`config.mk`:
```
export PLATFORM = sky130hd
export DESIGN_NAME = lsc_fifo
export DESIGN_NICKNAME = d
export VERILOG_FILES = /design/src/sv/lsc_pkg.sv /design/src/sv/lsc_fifo.sv
export VERILOG_INCLUDE_DIRS = /design/src /design/src/sv
export SDC_FILE = /design/constraint.sdc
export NUM_CORES = 1
export LEC_CHECK = 0
export ABC_AREA = 1
export BUFFER_PORTS_ARGS = -buffer_cell sky130_fd_sc_hd__buf_4
export CAP_MARGIN = 10
export CELL_PAD_IN_SITES_DETAIL_PLACEMENT = 0
export CELL_PAD_IN_SITES_GLOBAL_PLACEMENT = 1
export CORE_MARGIN = 2
export CORE_UTILIZATION = 46
export CTS_BUF_LIST = sky130_fd_sc_hd__clkbuf_4
export CTS_CLUSTER_DIAMETER = 50
export DETAILED_ROUTE_END_ITERATION = 12
export GPL_TIMING_DRIVEN = 1
export PLACE_DENSITY = 0.92
export REMOVE_ABC_BUFFERS = 1
export SYNTH_ARGS = -nofsm -noshare
export SYNTH_HDL_FRONTEND = slang
export SYNTH_SLANG_ARGS = --single-unit
```
`constraint.sdc`:
```
create_clock -name clk_i -period 14.08 [get_ports clk_i]
set_clock_uncertainty 0.05 [all_clocks]
set_input_delay 2.112 -clock clk_i [delete_from_list [all_inputs] [get_ports clk_i]]
set_output_delay 2.112 -clock clk_i [all_outputs]
set_load 0.02 [all_outputs]
```
`src/sv/line_segment_window_clip_top_defines.svh`:
```
// assertion macros shared by the clipper modules
// needs clk_i and rst_ni in the including module
`ifndef LINE_SEGMENT_WINDOW_CLIP_TOP_DEFINES_SVH
`define LINE_SEGMENT_WINDOW_CLIP_TOP_DEFINES_SVH

// property that holds on every clock edge out of reset
`define LSC_ASSERT(lbl, prop, msg) \
  lbl: assert property (@(posedge clk_i) disable iff (!rst_ni) (prop)) else $error(msg);

// antecedent implies consequent on the next edge
`define LSC_ASSERT_NEXT(lbl, ante, cons, msg) \
  lbl: assert property (@(posedge clk_i) disable iff (!rst_ni) (ante) |=> (cons)) \
    else $error(msg);

`endif

```
`src/sv/lsc_pkg.sv`:
```
// shared widths, types and helpers of the segment clipper
// no dependencies
package lsc_pkg;

  localparam int COORD_W    = 21;
  localparam int DELTA_W    = COORD_W + 1;
  localparam int DEN_W      = DELTA_W;
  localparam int NUM_W      = COORD_W + 3;
  localparam int CROSS_W    = NUM_W + DEN_W + 1;
  localparam int PROD_W     = DELTA_W + NUM_W;
  localparam int QUO_W      = COORD_W;
  localparam int LERP_LAT   = QUO_W + 3;
  localparam int FIFO_DEPTH = 2;
  localparam int FIFO_AW    = 1;
  localparam int FIFO_CW    = 2;

  typedef struct packed {
    logic signed [NUM_W-1:0] num;
    logic [DEN_W-1:0]        den;
  } ratio_t;

  typedef struct packed {
    ratio_t lo;
    ratio_t hi;
    logic   rej;
  } axis_t;

  typedef struct packed {
    logic [COORD_W-1:0]        x0;
    logic [COORD_W-1:0]        y0;
    logic signed [DELTA_W-1:0] dx;
    logic signed [DELTA_W-1:0] dy;
  } base_t;

  typedef struct packed {
    logic   vis;
    base_t  base;
    ratio_t lo;
    ratio_t hi;
  } seg_t;

  typedef struct packed {
    logic full;
    logic empty;
  } fifo_stat_t;

  localparam ratio_t ZERO_R = '{num: NUM_W'(0), den: DEN_W'(1)};
  localparam ratio_t ONE_R  = '{num: NUM_W'(1), den: DEN_W'(1)};

  function automatic logic signed [CROSS_W-1:0] mul_nd(input logic signed [NUM_W-1:0] num,
                                                       input logic [DEN_W-1:0] den);
    logic signed [DEN_W:0] sd;
    sd = {1'b0, den};
    mul_nd = num * sd;
  endfunction

  // entry and exit candidates of one axis; entry clamped below at 0, exit clamped above at 1
  function automatic axis_t axis_eval(input logic signed [DELTA_W-1:0] d,
                                      input logic signed [NUM_W-1:0] near,
                                      input logic signed [NUM_W-1:0] far);
    axis_t a;
    logic [DEN_W-1:0] mag;
    logic signed [NUM_W-1:0] lon;
    logic signed [NUM_W-1:0] hin;
    logic signed [NUM_W-1:0] dene;
    mag  = d[DELTA_W-1] ? DEN_W'(-d) : DEN_W'(d);
    lon  = d[DELTA_W-1] ? -far : near;
    hin  = d[DELTA_W-1] ? -near : far;
    dene = {{(NUM_W-DEN_W){1'b0}}, mag};
    a.rej = (d == '0) && ((near > 0) || (far < 0));
    if (d == '0) begin
      a.lo = ZERO_R;
      a.hi = ONE_R;
    end else begin
      a.lo = (lon < 0) ? ZERO_R : ratio_t'{num: lon, den: mag};
      a.hi = (hin >= dene) ? ONE_R : ratio_t'{num: hin, den: mag};
    end
    axis_eval = a;
  endfunction

endpackage

```
`src/sv/lsc_fifo.sv`:
```
// short queue between classification and interpolation
// depends on lsc_pkg and the shared assertion macros
`include "line_segment_window_clip_top_defines.svh"
module lsc_fifo (
  input  logic                clk_i,
  input  logic                rst_ni,
  input  logic                push_i,
  input  lsc_pkg::seg_t       seg_i,
  output lsc_pkg::fifo_stat_t stat_o,
  output logic                pop_o,
  output lsc_pkg::seg_t       seg_o
);

  lsc_pkg::seg_t mem_q [lsc_pkg::FIFO_DEPTH];
  logic [lsc_pkg::FIFO_AW-1:0] wr_q, rd_q;
  logic [lsc_pkg::FIFO_CW-1:0] cnt_q;

  assign stat_o.full  = cnt_q == lsc_pkg::FIFO_CW'(lsc_pkg::FIFO_DEPTH);
  assign stat_o.empty = cnt_q == '0;
  assign pop_o        = ~stat_o.empty;
  assign seg_o        = mem_q[rd_q];

  always_ff @(posedge clk_i or negedge rst_ni) begin
    if (!rst_ni) begin
      wr_q  <= '0;
      rd_q  <= '0;
      cnt_q <= '0;
    end else begin
      if (push_i) wr_q <= wr_q + 1'b1;
      if (pop_o) rd_q <= rd_q + 1'b1;
      cnt_q <= cnt_q + lsc_pkg::FIFO_CW'(push_i) - lsc_pkg::FIFO_CW'(pop_o);
    end
  end

  always_ff @(posedge clk_i) begin
    if (push_i) mem_q[wr_q] <= seg_i;
  end

  `LSC_ASSERT(a_no_overflow, !(push_i && stat_o.full), "word pushed into a full queue")

endmodule

```
==> results.ini <==
[detailed_routing]
drt_first_pass_iters = 4
drc = 0
ant_nets = 0
avgViaCountPerCell = 4.644
post_drt_wl_per_cell_um = 16.02
num_vias = 8498
drt_iter0_markers = 417
wirelength_um = 29320

[grt]
grt_max_degree = 101
global_route.usage.met2 = 0.3288
use_met1 = 0.2081
grt_util_met3 = 0.05811
grt-busiest-layer = met2
grt-ovfl-total = 0
globalRouteTotalUtil = 0.1889
grt_pass1_wl_um = 44100
antenna_found_initial = 4
grt_pass1_vias = 8638

[synthesis]
ys_warn_count = 0
yosysSeqAreaShare = 0.8205
yosys-top-cells-area = edfxtp_1, nand2_1, buf_6
avgSynthCellArea_um2 = 13.82
syn_inst = 957
ys_types = 14
synth_area_um2 = 13220
synth_top_area_share = 0.8129
synth_area_leader_cell = edfxtp_1
ys_seq_elements = 362

[die]
die_w_um = 173.6
pin_count = 364
coreArea_um2 = 28470
start_util = 0.4645
fp.dieH_um = 173.6
rows = 62
dieArea_um2 = 30120

[finish]
nFillCells = 2224
drive_gt1_frac = 0.3481
layout_common_cells = nand2_1, buf_4, edfxtp_1
layout_commonest_cell = nand2_1
area_growth_pct = 31.02
num-nets-final = 1561
final_area_um2 = 17330

[sta]
tns_ns = 0
slew_headroom = 0.2830
min_period_ns = 5.682
worst_pin_slew_ns = 1.075
rsz0062_at_grt = false
finalCritPeriodShare = 0.4035
hold_violations = 0
setup_viol = 0
max_freq_mhz = 176.0
maxSlewViolCount = 0

[setup_path]
worst_ep_required_time_ns = 11.92
worstSetupStartpointType = flip-flop
worstPathMaxFanout = 91
worstSetupPathType = flip-flop to primary output
endpoint_kind = primary output
worstPathArrival_ns = 3.52

[clocking]
clkSlewWorstSetupHoldPaths_ns = 0.07
cts_tree = done
cts-buffers-inserted = 89
clock-sinks = 362
ctsHoldBuffers = 0
cts_max_path_buffers = 3
htreeDepth = 3
root_buffer = clkbuf_4
post_cts_buffers = 0
cts_resized = 0
clock_latency_ns = 0.65

[placement]
placed_area_um2 = 16230
io_buffers = 363
hpwl_um = 18560
gp_congestion = 0.7854

[power_and_ir_drop]
p_leak_nw = 7.470
max-vdd-ir-drop_v = 0.0001253
p_per_area_nw_per_um2 = 172.5

[run]
cap_violations = 0

[run_status]
status = finished, final reports clean

[worst_hold_path]
min-delay-path-class = flip-flop to flip-flop

[metrics by stage]
step                hold slack (ns)  total power [mW]    util  worst slack [ns]  instances
detailed placement           0.5051             2.206  0.5700             9.022       1671
CTS                          0.5084             3.030  0.6082             8.244       1826
global placement             0.4806             2.188  0.5700             9.034       1671
finish                       0.5127             2.988  0.6086             8.398       1830
global route                 0.5471             3.146  0.6086             8.069       1830
floorplan                    0.4134             1.917       -             3.671        918
[final timing paths]
path | start | cells past startpoint | end | slack [ns]
min in group asynchronous | rst_ni | 1 | rd_q$_DFFE_PN0N_ | 1.18
max in group asynchronous | rst_ni | 1 | cnt_q[1]$_DFF_PN0_ | 12.68
hold reg to reg | wr_q$_DFFE_PN0P_ | 1 | wr_q$_DFFE_PN0P_ | 0.51
setup / recovery | rd_q$_DFFE_PN0N_ | 5 | seg_o[111] | 8.40
hold / removal | wr_q$_DFFE_PN0P_ | 1 | wr_q$_DFFE_PN0P_ | 0.51
setup reg to reg | wr_q$_DFFE_PN0P_ | 3 | mem_q[0][141]$_DFFE_PP_ | 11.38
[report_power, final]
part / switching, mW / internal (mW) / total, mW
logic: 0.453 / 0.236 / 0.689
registers: 0.0557 / 1.43 / 1.48
clock network: 0.395 / 0.421 / 0.816
total: 0.903 / 2.08 / 2.99
[worst max-delay path, stage by stage, from the launching register on]
cell	delay, ns
dfrtp_4	0.82
inv_6	0.67
buf_4	0.84
nand2_1	0.10
nand2_1	0.16
buf_4	0.16
[layout make-up]
cell class | count | area [µm²] | area share
flip-flops and latches | 362 | 10850 | 0.6265
repair buffers | 369 | 2770 | 0.1599
multi-input cells | 551 | 2095 | 0.1209
clock buffers | 122 | 915.9 | 0.05286
well taps | 384 | 480.5 | 0.02773
clock inverters | 33 | 171.4 | 0.009894
inverters | 5 | 28.78 | 0.001661
diodes | 4 | 10.01 | 0.0005777
[per-layer routing]
metal / part of all wire / vias to the layer above / wire, µm
met5: 0 / - / 0
met4: 0.039 / 0 / 1156
met3: 0.072 / 70 / 2121
met2: 0.52 / 334 / 15220
met1: 0.37 / 3959 / 10820
li1: - / 4135 / -
[registers in the layout, summed over array words and instances (netlist names)]
name / cells
cnt_q: 2
wr_q: 1
mem_q: 358
rd_q: 1
[cell families (layout without fill, tap and decap cells)]
group,count (synthesis),after routing,share of synthesized area
and+or+nand+nor,548,548,0.1558
DFF,362,362,0.8205
buffers and inverters,44,529,0.02167
adders and majority gates,1,1,0.0009460
AOI/OAI and AO/OA,1,1,0.0003781
xor gates and xnor gates,1,1,0.0006624
other,0,4,0
[Yosys cell counts]
master	count
nand2_1	543
edfxtp_1	358
buf_2	23
buf_6	11
dfrtp_1	4
inv_1	4
nor2_1	4
clkbuf_1	3
buf_4	2
ha_1	1
inv_4	1
nand3b_1	1
o21ai_0	1
xor2_1	1
No activity file was read; power rests on OpenSTA's default activity.
